### config.mk
export PLATFORM = sky130hd
export DESIGN_NAME = rc_frame_receiver_decoder_flat
export DESIGN_NICKNAME = d
export VERILOG_FILES = /design/src/hw/rtl/rcfrd_pkg.sv /design/src/hw/rtl/rcfrd_if.sv /design/src/hw/rtl/rcfrd_front.sv /design/src/hw/rtl/rcfrd_queue.sv /design/src/hw/rtl/rcfrd_back.sv /design/src/hw/rtl/rc_frame_receiver_decoder.sv /design/src/flat_wrapper.sv
export SDC_FILE = /design/constraint.sdc
export NUM_CORES = 1
export LEC_CHECK = 0
export ABC_AREA = 1
export BUFFER_PORTS_ARGS = -buffer_cell sky130_fd_sc_hd__buf_2
export CAP_MARGIN = 20
export CELL_PAD_IN_SITES_DETAIL_PLACEMENT = 2
export CELL_PAD_IN_SITES_GLOBAL_PLACEMENT = 2
export CORE_UTILIZATION = 48
export CTS_CLUSTER_SIZE = 25
export DETAILED_ROUTE_END_ITERATION = 10
export GPL_TIMING_DRIVEN = 1
export PLACE_DENSITY_LB_ADDON = 0.2
export SETUP_SLACK_MARGIN = 0.2
export SLEW_MARGIN = 20
export SYNTH_ARGS = -nofsm -noshare
export SYNTH_HDL_FRONTEND = slang
export SYNTH_SLANG_ARGS = --single-unit
export TNS_END_PERCENT = 30
### constraint.sdc
create_clock -name i_clk -period 20 [get_ports i_clk]
set_clock_uncertainty 0.15 [all_clocks]
set_input_delay 1 -clock i_clk [delete_from_list [all_inputs] [get_ports i_clk]]
set_output_delay 1 -clock i_clk [all_outputs]
set_load 0.01 [all_outputs]
### src/hw/rtl/rcfrd_pkg.sv
// ----------------------------------------------------------------------------
// Remote control frame decoder package
// Types and constants shared by the front end, the queue and the decoder.
// ----------------------------------------------------------------------------
package rcfrd_pkg;

    localparam int FRAME_BYTES = 16;
    localparam int COUNT_W     = 5;
    localparam logic [COUNT_W-1:0] COUNT_MAX = 5'd31;
    localparam int QUEUE_DEPTH = 2;

    localparam logic [1:0] SW_UP   = 2'd0;
    localparam logic [1:0] SW_MID  = 2'd1;
    localparam logic [1:0] SW_DOWN = 2'd2;

    localparam logic CMD_BYTE = 1'b0;
    localparam logic CMD_IDLE = 1'b1;

    typedef logic [FRAME_BYTES-1:0][7:0] t_frame;

    typedef struct packed {
        logic full;
        logic nonempty;
    } t_queue_status;

endpackage

### src/hw/rtl/rcfrd_if.sv
// ----------------------------------------------------------------------------
// Remote control frame decoder channels
// Valid/ready channels for UART events in and decoded frames out.
// ----------------------------------------------------------------------------
interface rcfrd_in_if;
    logic       valid;
    logic       ready;
    logic       cmd;
    logic [7:0] rx_byte;

    modport source (output valid, output cmd, output rx_byte, input ready);
    modport sink (input valid, input cmd, input rx_byte, output ready);
endinterface

interface rcfrd_out_if;
    logic               valid;
    logic               ready;
    logic signed [10:0] right_horizontal;
    logic signed [10:0] right_vertical;
    logic signed [10:0] left_horizontal;
    logic signed [10:0] left_vertical;
    logic [1:0]         switch_left;
    logic [1:0]         switch_right;
    logic signed [15:0] mouse_x;
    logic signed [15:0] mouse_y;
    logic signed [15:0] mouse_z;
    logic               press_left;
    logic               press_right;
    logic [15:0]        key_mask;

    modport source (
        output valid, input ready,
        output right_horizontal, output right_vertical,
        output left_horizontal, output left_vertical,
        output switch_left, output switch_right,
        output mouse_x, output mouse_y, output mouse_z,
        output press_left, output press_right, output key_mask
    );
    modport sink (
        input valid, output ready,
        input right_horizontal, input right_vertical,
        input left_horizontal, input left_vertical,
        input switch_left, input switch_right,
        input mouse_x, input mouse_y, input mouse_z,
        input press_left, input press_right, input key_mask
    );
endinterface

### src/hw/rtl/rcfrd_front.sv
// ----------------------------------------------------------------------------
// Remote control frame decoder front end
// Takes UART events, keeps the byte window and count, queues complete frames.
// ----------------------------------------------------------------------------
module rcfrd_front #(
    parameter int FRAME_LEN = 18
) (
    input  logic                   i_clk,
    input  logic                   i_rst_n,
    rcfrd_in_if.sink               i_in,
    input  rcfrd_pkg::t_queue_status i_q_status,
    output logic                   o_push,
    output rcfrd_pkg::t_frame      o_frame
);
    import rcfrd_pkg::*;

    logic [7:0]         r_window [FRAME_LEN];
    logic [COUNT_W-1:0] r_count;
    logic [COUNT_W-1:0] n_count;
    logic               accept;

    assign i_in.ready = !i_q_status.full;
    assign accept     = i_in.valid && i_in.ready;
    assign o_push     = accept && (i_in.cmd == CMD_IDLE)
                        && (r_count >= COUNT_W'(FRAME_LEN));

    always_comb begin
        n_count = r_count;
        if (accept) begin
            if (i_in.cmd == CMD_IDLE) begin
                n_count = '0;
            end else if (r_count != COUNT_MAX) begin
                n_count = r_count + 1'b1;
            end
        end
    end

    always_ff @(posedge i_clk) begin
        if (!i_rst_n) begin
            r_count <= '0;
        end else begin
            r_count <= n_count;
        end
    end

    always_ff @(posedge i_clk) begin
        if (accept && (i_in.cmd == CMD_BYTE)) begin
            for (int i = 0; i < FRAME_LEN - 1; i++) begin
                r_window[i] <= r_window[i+1];
            end
            r_window[FRAME_LEN-1] <= i_in.rx_byte;
        end
    end

    always_comb begin
        for (int i = 0; i < FRAME_BYTES; i++) begin
            o_frame[i] = r_window[i];
        end
    end

endmodule

### src/hw/rtl/rcfrd_queue.sv
// ----------------------------------------------------------------------------
// Remote control frame decoder queue
// Short first-in first-out store of frames between the front end and decoder.
// ----------------------------------------------------------------------------
module rcfrd_queue (
    input  logic                     i_clk,
    input  logic                     i_rst_n,
    input  logic                     i_push,
    input  rcfrd_pkg::t_frame        i_frame,
    input  logic                     i_pop,
    output rcfrd_pkg::t_frame        o_frame,
    output rcfrd_pkg::t_queue_status o_status
);
    import rcfrd_pkg::*;

    localparam int PTR_W = $clog2(QUEUE_DEPTH);
    localparam int CNT_W = $clog2(QUEUE_DEPTH + 1);

    t_frame           r_mem [QUEUE_DEPTH];
    logic [PTR_W-1:0] r_wr_ptr;
    logic [PTR_W-1:0] r_rd_ptr;
    logic [CNT_W-1:0] r_cnt;

    assign o_status.full     = (r_cnt == CNT_W'(QUEUE_DEPTH));
    assign o_status.nonempty = (r_cnt != '0);
    assign o_frame           = r_mem[r_rd_ptr];

    always_ff @(posedge i_clk) begin
        if (!i_rst_n) begin
            r_wr_ptr <= '0;
            r_rd_ptr <= '0;
            r_cnt    <= '0;
        end else begin
            if (i_push) begin
                r_wr_ptr <= r_wr_ptr + 1'b1;
            end
            if (i_pop) begin
                r_rd_ptr <= r_rd_ptr + 1'b1;
            end
            if (i_push && !i_pop) begin
                r_cnt <= r_cnt + 1'b1;
            end else if (i_pop && !i_push) begin
                r_cnt <= r_cnt - 1'b1;
            end
        end
    end

    always_ff @(posedge i_clk) begin
        if (i_push) begin
            r_mem[r_wr_ptr] <= i_frame;
        end
    end

endmodule

### src/hw/rtl/rcfrd_back.sv
// ----------------------------------------------------------------------------
// Remote control frame decoder back end
// Unpacks queued frames, tracks held switch positions, drives the result.
// ----------------------------------------------------------------------------
module rcfrd_back (
    input  logic                     i_clk,
    input  logic                     i_rst_n,
    input  rcfrd_pkg::t_frame        i_frame,
    input  rcfrd_pkg::t_queue_status i_q_status,
    output logic                     o_pop,
    rcfrd_out_if.source              o_out
);
    import rcfrd_pkg::*;

    logic               r_valid;
    logic [1:0]         r_held_left;
    logic [1:0]         r_held_right;
    logic [1:0]         n_held_left;
    logic [1:0]         n_held_right;
    logic signed [10:0] r_rh;
    logic signed [10:0] r_rv;
    logic signed [10:0] r_lh;
    logic signed [10:0] r_lv;
    logic signed [15:0] r_mx;
    logic signed [15:0] r_my;
    logic signed [15:0] r_mz;
    logic               r_pl;
    logic               r_pr;
    logic [15:0]        r_keys;
    logic [10:0]        c0;
    logic [10:0]        c1;
    logic [10:0]        c2;
    logic [10:0]        c3;

    function automatic logic [1:0] map_switch(input logic [1:0] raw, input logic [1:0] held);
        logic [1:0] pos;
        case (raw)
            2'd1:    pos = SW_UP;
            2'd2:    pos = SW_MID;
            2'd3:    pos = SW_DOWN;
            default: pos = held;
        endcase
        return pos;
    endfunction

    assign o_pop = i_q_status.nonempty && (!r_valid || o_out.ready);

    assign c0 = {i_frame[1][2:0], i_frame[0]};
    assign c1 = {i_frame[2][5:0], i_frame[1][7:3]};
    assign c2 = {i_frame[4][0], i_frame[3], i_frame[2][7:6]};
    assign c3 = {i_frame[5][3:0], i_frame[4][7:1]};

    assign n_held_left  = map_switch(i_frame[5][7:6], r_held_left);
    assign n_held_right = map_switch(i_frame[5][5:4], r_held_right);

    always_ff @(posedge i_clk) begin
        if (!i_rst_n) begin
            r_valid      <= 1'b0;
            r_held_left  <= SW_DOWN;
            r_held_right <= SW_DOWN;
        end else if (o_pop) begin
            r_valid      <= 1'b1;
            r_held_left  <= n_held_left;
            r_held_right <= n_held_right;
        end else if (o_out.ready) begin
            r_valid      <= 1'b0;
        end
    end

    // Subtracting 1024 from an 11-bit raw value only flips its top bit.
    always_ff @(posedge i_clk) begin
        if (o_pop) begin
            r_rh   <= $signed({~c0[10], c0[9:0]});
            r_rv   <= $signed({~c1[10], c1[9:0]});
            r_lh   <= $signed({~c2[10], c2[9:0]});
            r_lv   <= $signed({~c3[10], c3[9:0]});
            r_mx   <= $signed({i_frame[7], i_frame[6]});
            r_my   <= $signed({i_frame[9], i_frame[8]});
            r_mz   <= $signed({i_frame[11], i_frame[10]});
            r_pl   <= (i_frame[12] != 8'd0);
            r_pr   <= (i_frame[13] != 8'd0);
            r_keys <= {i_frame[15], i_frame[14]};
        end
    end

    assign o_out.valid            = r_valid;
    assign o_out.right_horizontal = r_rh;
    assign o_out.right_vertical   = r_rv;
    assign o_out.left_horizontal  = r_lh;
    assign o_out.left_vertical    = r_lv;
    assign o_out.switch_left      = r_held_left;
    assign o_out.switch_right     = r_held_right;
    assign o_out.mouse_x          = r_mx;
    assign o_out.mouse_y          = r_my;
    assign o_out.mouse_z          = r_mz;
    assign o_out.press_left       = r_pl;
    assign o_out.press_right      = r_pr;
    assign o_out.key_mask         = r_keys;

endmodule

### src/hw/rtl/rc_frame_receiver_decoder.sv
// The decoder takes one UART event per clock cycle, a received byte or a
// line-idle mark, and answers each idle mark that follows at least FRAME_LEN
// bytes with one decoded remote control frame. Frames wait in a two-entry
// queue between the byte window and the decoder, so input stalls only when
// two complete frames are still held back by the result side. A frame is
// registered from the head of that queue onto the output; the result
// register lets a new frame be taken in the same cycle that the old one is.
// ----------------------------------------------------------------------------
// Remote control frame receiver and decoder
// Top level joining the front end, the frame queue and the decoder.
// ----------------------------------------------------------------------------
module rc_frame_receiver_decoder #(
    parameter int FRAME_LEN = 18
) (
    input  logic        i_clk,
    input  logic        i_rst_n,
    rcfrd_in_if.sink    i_in,
    rcfrd_out_if.source o_out
);
    import rcfrd_pkg::*;

    t_queue_status q_status;
    t_frame        push_frame;
    t_frame        head_frame;
    logic          push;
    logic          pop;

    rcfrd_front #(
        .FRAME_LEN (FRAME_LEN)
    ) u_front (
        .i_clk      (i_clk),
        .i_rst_n    (i_rst_n),
        .i_in       (i_in),
        .i_q_status (q_status),
        .o_push     (push),
        .o_frame    (push_frame)
    );

    rcfrd_queue u_queue (
        .i_clk    (i_clk),
        .i_rst_n  (i_rst_n),
        .i_push   (push),
        .i_frame  (push_frame),
        .i_pop    (pop),
        .o_frame  (head_frame),
        .o_status (q_status)
    );

    rcfrd_back u_back (
        .i_clk      (i_clk),
        .i_rst_n    (i_rst_n),
        .i_frame    (head_frame),
        .i_q_status (q_status),
        .o_pop      (pop),
        .o_out      (o_out)
    );

endmodule

### src/flat_wrapper.sv
// flat-port wrapper written by rule: the top's interface ports become plain ports
module rc_frame_receiver_decoder_flat import rcfrd_pkg::*;
#(
    parameter int FRAME_LEN = 18
)
  (i_clk, i_rst_n, i_in_valid, i_in_cmd, i_in_rx_byte, i_in_ready, o_out_valid, o_out_ready, o_out_right_horizontal, o_out_right_vertical, o_out_left_horizontal, o_out_left_vertical, o_out_switch_left, o_out_switch_right, o_out_mouse_x, o_out_mouse_y, o_out_mouse_z, o_out_press_left, o_out_press_right, o_out_key_mask);
  rcfrd_in_if i_in_i ();
  rcfrd_out_if o_out_i ();
  input  logic i_clk;
  input  logic i_rst_n;
  input wire logic [$bits(i_in_i.valid)-1:0] i_in_valid;
  input wire logic [$bits(i_in_i.cmd)-1:0] i_in_cmd;
  input wire logic [$bits(i_in_i.rx_byte)-1:0] i_in_rx_byte;
  output wire logic [$bits(i_in_i.ready)-1:0] i_in_ready;
  output wire logic [$bits(o_out_i.valid)-1:0] o_out_valid;
  input wire logic [$bits(o_out_i.ready)-1:0] o_out_ready;
  output wire logic [$bits(o_out_i.right_horizontal)-1:0] o_out_right_horizontal;
  output wire logic [$bits(o_out_i.right_vertical)-1:0] o_out_right_vertical;
  output wire logic [$bits(o_out_i.left_horizontal)-1:0] o_out_left_horizontal;
  output wire logic [$bits(o_out_i.left_vertical)-1:0] o_out_left_vertical;
  output wire logic [$bits(o_out_i.switch_left)-1:0] o_out_switch_left;
  output wire logic [$bits(o_out_i.switch_right)-1:0] o_out_switch_right;
  output wire logic [$bits(o_out_i.mouse_x)-1:0] o_out_mouse_x;
  output wire logic [$bits(o_out_i.mouse_y)-1:0] o_out_mouse_y;
  output wire logic [$bits(o_out_i.mouse_z)-1:0] o_out_mouse_z;
  output wire logic [$bits(o_out_i.press_left)-1:0] o_out_press_left;
  output wire logic [$bits(o_out_i.press_right)-1:0] o_out_press_right;
  output wire logic [$bits(o_out_i.key_mask)-1:0] o_out_key_mask;
  assign i_in_i.valid = i_in_valid;
  assign i_in_i.cmd = i_in_cmd;
  assign i_in_i.rx_byte = i_in_rx_byte;
  assign i_in_ready = i_in_i.ready;
  assign o_out_valid = o_out_i.valid;
  assign o_out_i.ready = o_out_ready;
  assign o_out_right_horizontal = o_out_i.right_horizontal;
  assign o_out_right_vertical = o_out_i.right_vertical;
  assign o_out_left_horizontal = o_out_i.left_horizontal;
  assign o_out_left_vertical = o_out_i.left_vertical;
  assign o_out_switch_left = o_out_i.switch_left;
  assign o_out_switch_right = o_out_i.switch_right;
  assign o_out_mouse_x = o_out_i.mouse_x;
  assign o_out_mouse_y = o_out_i.mouse_y;
  assign o_out_mouse_z = o_out_i.mouse_z;
  assign o_out_press_left = o_out_i.press_left;
  assign o_out_press_right = o_out_i.press_right;
  assign o_out_key_mask = o_out_i.key_mask;
  rc_frame_receiver_decoder #(.FRAME_LEN(FRAME_LEN)) u_core (.i_clk(i_clk), .i_rst_n(i_rst_n), .i_in(i_in_i), .o_out(o_out_i));
endmodule
==> results.cfg, run 1 <==
[outcome]
outcome = stopped before the end
lastStage = detailed placement (3_5_place_dp)
firstError = [ERROR DPL-0033] detailed placement checks failed during check placement.

[die]
die_w_um = 194
rows = 69
die_height_um = 194
ios = 129
start_util_pct = 49.3

[logic_synthesis]
yosys.area.top_type_share_pct = 86.5
yosysTopAreaCell = edfxtp_1
ys_warn_count = 0
synth.yosys.seq_area_share_pct = 88.2
syn-cell-area_mm2 = 0.0177
yosysUniqueCellTypes = 27
synth_seq_cells = 525
syn-num-nets = 1031
avgSynthCellArea_um2 = 17.5
syn_inst = 1014
yosys-top-cells-area = edfxtp_1 (87%), nand2_1 (7.6%), dfxtp_1 (1.7%)

[place]
place.gp.congestion = 0.705
dp_hpwl_um = 33000
port-buffer-count = 128
==> synth_stat cells (all sizes together) <==
master    n
or2       1
nand2   364
nand3     9
inv      19
dfxtp    15
ha        4
nor3      4
buf      27
mux2i     4
nor2     37
nand4     2
a21oi    10
edfxtp  510
o21ai     7
clkinv    1
==> metrics by stage <==
step,setup WS [ns],std cells
2_1_floorplan,12.15,1014
3_3_place_gp,16.20,1584
==> logic make-up after synthesis <==
logic type,synth area share [%]
AOI/OAI and AO/OA,0.544
adders and majority gates,0.283
buffers and inverters,1.41
DFF,88.2
muxes,0.226
and+or+nand+nor,9.32
==> run 2: changes to the inputs <==
CELL_PAD_IN_SITES_DETAIL_PLACEMENT = not set   (was 2)
CELL_PAD_IN_SITES_GLOBAL_PLACEMENT = not set   (was 2)
CORE_UTILIZATION = 40   (was 48)
CTS_CLUSTER_SIZE = not set   (was 25)
PLACE_DENSITY_LB_ADDON = 0.15   (was 0.2)
SETUP_SLACK_MARGIN = not set   (was 0.2)
==> run 2 against run 1 <==
  * The run now ends clean
  * Synthesized cell count is the same
  * Synthesized area did not move
==> results.cfg, run 2 <==
[outcome]
outcome = finished clean

[final_layout]
top_regs = u_core.u_queue.r_mem: 256 flops, u_core.u_front.r_window: 144 flops
diodes = 0
fin_nets = 1196
layout_commonest_cell = edfxtp_1
drive_above_1_share_pct = 19.4
largest_reg_flops = 256
stdcell_area_mm2 = 0.0208
final_cell_mix = edfxtp_1 (510), nand2_1 (359), buf_2 (128)
post-route-util_pct = 48.0
area_growth_pct = 17.5
largest-register = u_core.u_queue.r_mem

[cts]
clockBufferDepth = 3
insertion_delay_ns = 0.58
cts.sinks = 525
postCtsSetupBuffers = 0
cts_hold_buf = 0
htreeDepth = 2
root_buffer = clkbuf_16
cts_resized = 0
clk_pin_slew_worst_paths_ns = 0.06
cts-buffers-inserted = 54
cts_tree = yes

[logic_synthesis]
syn_inst = 1014
synthFlopType = edfxtp_1
synth_seq_cells = 525
yosys-top-cells-area = edfxtp_1 (87%), nand2_1 (7.6%), dfxtp_1 (1.7%)
yosysTopAreaCell = edfxtp_1
synth.yosys.seq_area_share_pct = 88.2
avgSynthCellArea_um2 = 17.5
yosys.area.top_type_share_pct = 86.5
synthArstFlopShare_pct = 0
syn-cell-area_mm2 = 0.0177
ys_warn_count = 0
netlist_top_cells_count = edfxtp_1 (510), nand2_1 (359), nor2_1 (32), buf_2 (16)
syn-num-nets = 1031
yosysUniqueCellTypes = 27
synth_edf_count = 510
synth.most_common_cell = edfxtp_1

[worst_setup_path]
worstSetupEndpointType = flip-flop
cp_max_fo = 68
arrival_ns = 3.26
worstPathRequired_ns = 20.04
critical_path_class = in2reg
worstSetupStartpointType = input pin
reg2reg_depth = 10

[grt]
grtUsageTotal_pct = 13.8
gr-total-overflow = 0
antenna_found_initial = 0
grt_pass1_wl_um = 46800
grt_pass1_vias = 8223
grt_max_degree = 145

[place]
place.gp.congestion = 0.748
port-buffer-count = 128
dp_hpwl_um = 16100
dpl_cell_area_mm2 = 0.0190

[worst_hold_path]
worstHoldPathType = reg2reg
worstHoldPathCells = 0

[drt]
drt-initial-drc-count = 664
avgViaCountPerCell = 4.53
wl_per_cell_um = 16.8
wirelength_um = 30300
route.detailed.drc = 0
drtAntennaViolNets = 0
route.vias.total = 8186
first_pass_iters = 5

[timing]
finalHoldViolCount = 0
fin_tns_setup_ns = 0
slew_viol_final = 0
rsz0062_at_grt = no
period_needed_ns = 3.21
setup_viol = 0
final.period_utilization_pct = 16.1
tightest_slew_ns = 0.961
max_freq_mhz = 311
relSlewSlack_pct = 35.9

[die]
dieArea_mm2 = 0.0451
coreArea_mm2 = 0.0434
start_util_pct = 40.8
ios = 129
die_w_um = 212
die_height_um = 212
rows = 76

[power]
ir_worst_vdd_v = 0.000101
powerDensity_mw_per_mm2 = 144
p_leak_uw = 0.00749

[run]
drv_cap = 0
## run 2: cell counts after synthesis
No cell type changed its count.
## run 2: final timing paths
check                                 start                        endpoint  slack (ns)
min reg2reg  u_core.u_front.r_window[17][5]  u_core.u_front.r_window[16][5]        0.27
max                                i_in_cmd     u_core.u_queue.r_mem[0][79]       16.79
min          u_core.u_front.r_window[17][5]  u_core.u_front.r_window[16][5]        0.27
max reg2reg       u_core.u_front.r_count[0]     u_core.u_queue.r_mem[0][79]       16.79
## run 2: cell type report
class / instances / area [um^2]
inverters: 20 / 83.8
flip-flops and latches: 525 / 15600
repair buffers: 136 / 713
well taps: 585 / 732
clock inverters: 33 / 333
clock buffers: 68 / 1470
multi-input cells: 442 / 1850
fillers: 3674 / 22600
## run 2: worst max-delay path: stages
cell and delay [ns]:
buf_2 0.18, nand3_2 0.14, nor2_4 0.15, inv_1 0.08, nor2_4 0.07, buf_4 0.64
buf_4 0.86
## run 2: cells by family after synthesis
group	share of synthesized area, %
flops	88.2
compound gates	0.544
mux	0.226
fa+ha+maj	0.283
buf+inv	1.41
simple gates	9.32
## run 2: power breakdown
| part | total, uW | internal, uW | leakage, uW | switching [uW] |
|---|---|---|---|---|
| Combinational | 474 | 132 | 0.00179 | 343 |
| Clock | 1000 | 608 | 0.000884 | 394 |
| Sequential | 1510 | 1440 | 0.00481 | 71.9 |
## run 2: per-layer routing
| metal | part of all wire (%) | vias to the layer above | global-route usage [%] |
|---|---|---|---|
| met3 | 4.1 | 55 | 2.56 |
| met1 | 45 | 4014 | 18.9 |
| met5 | 0 | - | 0 |
| met4 | 2.3 | 0 | 4.91 |
| li1 | - | 3946 | - |
| met2 | 48 | 171 | 22.2 |
## run 2: through the flow
step / hold WS (ns) / power (uW) / worst slack, ns / cells
global route: 0.275 / 3140 / 16.50 / 1809
finish: 0.268 / 2990 / 16.79 / 1809
CTS: 0.270 / 3050 / 16.69 / 1809
global placement: 0.252 / 2030 / 16.13 / 1708
floorplan: 0.250 / 1810 / 12.15 / 1014
detailed placement: 0.256 / 2030 / 16.12 / 1708
Note: power is estimated with default switching activity, not from simulation.
==> run 3: changes to the inputs <==
clock period = 3.3 ns   (was 20 ns; I/O delays follow)
==> run 3 against run 2 <==
  * Total power grew to 6.0 times the previous value
  * Combinational power grew to 6.5 times the previous value
  * Register-to-register slack lost 16 ns
  * Clock power grew to 5.7 times the previous value
  * Critical path depth grew 1
  * Final cell count grew 0.83%
  * Core utilization grew 0.40 points
  * Highest routed layer unchanged
==> results.cfg, run 3 (synthesis gave the netlist of run 2 again) <==
[worst_setup_path]
cp_max_fo = 72
worstSetupStartpointType = flip-flop
worstPathRequired_ns = 3.38
critical_path_class = reg2reg
ff2ff_setup_slack_ns = 0.77
max_stage_delay_ns = 0.61
crit_buf_inv = 4
reg2reg_from = u_core.u_queue.r_cnt[0]
slowest_stage = dlygate4sd3_1
reg2reg_depth = 8
path_delay_family = buffers and inverters
cpMostUsedCell = nor2_4
path_depth = 8
crit_chain = inv_2, nand2_4, nand3_2, dlygate4sd3_1, nor2_4, inv_1, nor2_4, buf_12
arrival_ns = 2.61
worstSetupEndpointType = flip-flop
r2r-end = u_core.u_queue.r_mem[0][118]

[power]
ir_worst_vdd_v = 0.000552
total_power_uw = 17900
p_leak_uw = 0.00755
powerDensity_mw_per_mm2 = 852

[grt]
antenna_found_initial = 0
grtUsageTotal_pct = 14.0
grt_max_degree = 129
grt_busiest_layer = met2
grt_pass1_wl_um = 47300
grt_pass1_vias = 8180
grt_use_met1_pct = 19.3
grt_use_met3_pct = 3.06
met2_usage_pct = 22.0
gr-total-overflow = 0

[cts]
cts-buffers-inserted = 53
insertion_delay_ns = 0.59
clockBufferDepth = 3
root_buffer = clkbuf_16
cts.sinks = 525
postCtsSetupBuffers = 0
htreeDepth = 2
clk_pin_slew_worst_paths_ns = 0.06
cts_tree = yes

[timing]
hold_ws_ns = 0.141
final.period_utilization_pct = 76.7
finalHoldViolCount = 0
period_needed_ns = 2.53
setup_viol = 0
relSlewSlack_pct = 31.1
rsz0062_at_grt = no
max_freq_mhz = 395
slew_viol_final = 0
tightest_slew_ns = 1.03
fin_tns_setup_ns = 0

[final_layout]
area_growth_pct = 18.5
top_regs = u_core.u_queue.r_mem: 256 flops, u_core.u_front.r_window: 144 flops
seq_area_mm2 = 0.0156
largest_reg_flops = 256
fill_cells = 3716
layout_commonest_cell = edfxtp_1
fin_nets = 1217
diodes = 0
post-route-util_pct = 48.4
final_cell_mix = edfxtp_1 (510), nand2_1 (358), buf_2 (128)
drive_above_1_share_pct = 19.7
multi_input_area_mm2 = 0.00186
largest-register = u_core.u_queue.r_mem

[die]
coreArea_mm2 = 0.0434
die_height_um = 212
ios = 129
dieArea_mm2 = 0.0451
start_util_pct = 40.8
rows = 76
die_w_um = 212

[place]
place.gp.congestion = 0.698
port-buffer-count = 128
dp_hpwl_um = 16800

[run]
drv_cap = 0

[drt]
drt-initial-drc-count = 469
first_pass_iters = 5
wl_per_cell_um = 17.0
avgViaCountPerCell = 4.54
wirelength_um = 31100
drtAntennaViolNets = 0
route.vias.total = 8275
route.detailed.drc = 0

[worst_hold_path]
worstHoldPathCells = 2
holdPathEnd = u_core.u_front.r_window[17][2]
min-delay-start = i_in_rx_byte[2]
worstHoldPathType = in2reg

[outcome]
outcome = finished clean
==> run 3: cell types whose count changed in the layout (fill, tap and decap cells not counted), moves of 2 or more <==
cell	delta
dlygate4sd3_1	+13
clkinv_8	+2
clkbuf_1	-5
clkbuf_16	-4
buf_12	+10
bufinv_16	-3
==> run 3: area by class of cell <==
cell class / instances / share of cell area [%]
clock buffer: 59 / 6.43
clock inverter: 35 / 1.40
inverter: 20 / 0.394
multi-input combinational: 442 / 8.87
sequential: 525 / 74.5
tap: 585 / 3.49
timing repair buffer: 158 / 4.94
==> run 3: timing repair <==
| action | in CTS | in global routing |
|---|---|---|
| hold buffers | 13 | 0 |
| setup endpoints to repair | 0 | 0 |
| gates resized for setup | 0 | 0 |
| endpoints found under the hold margin | 23 | 0 |
==> run 3: worst reg2reg max path, cell delays in order, from the launching register on <==
cell	delay, ns
dfxtp_1	0.36
inv_2	0.09
nand2_4	0.10
nand3_2	0.06
dlygate4sd3_1	0.61
nor2_4	0.14
inv_1	0.07
nor2_4	0.15
buf_12	0.36
==> run 3: report_power, final <==
group          switching, uW  total [uW]  internal (uW)  leakage, uW
Sequential               378        9100           8720      0.00481
Combinational           2160        3070            913      0.00192
Clock                   2440        5690           3250     0.000809
==> run 3: routing by layer <==
metal  wire [um]  vias up
met5           0        -
met4         624        0
met3        1300       53
met2       14500      166
met1       14600     4063
li1            -     3993
==> run 3: worst max path at each step <==
stage	startpoint	to	slack, ns
3_5_place_dp	u_core.u_queue.r_cnt[0]	u_core.u_front.r_window[10][1]	1.06
4_1_cts	u_core.u_queue.r_cnt[0]	u_core.u_queue.r_mem[0][34]	0.76
2_1_floorplan	u_core.u_front.r_count[0]	u_core.u_queue.r_mem[0][0]	-0.01
5_1_grt	u_core.u_queue.r_cnt[0]	u_core.u_queue.r_mem[0][118]	0.64
3_3_place_gp	u_core.u_queue.r_cnt[0]	u_core.u_front.r_window[9][0]	1.11
6_report	u_core.u_queue.r_cnt[0]	u_core.u_queue.r_mem[0][118]	0.77
==> run 3: metrics by stage <==
stage	cells	setup WS [ns]	area, um^2
after detailed placement	1717	1.06	19200
after floorplan	1014	-0.0126	17700
after global placement	1717	1.11	19200
after global routing	1824	0.643	21000
after CTS	1824	0.758	21000
final	1824	0.769	21000
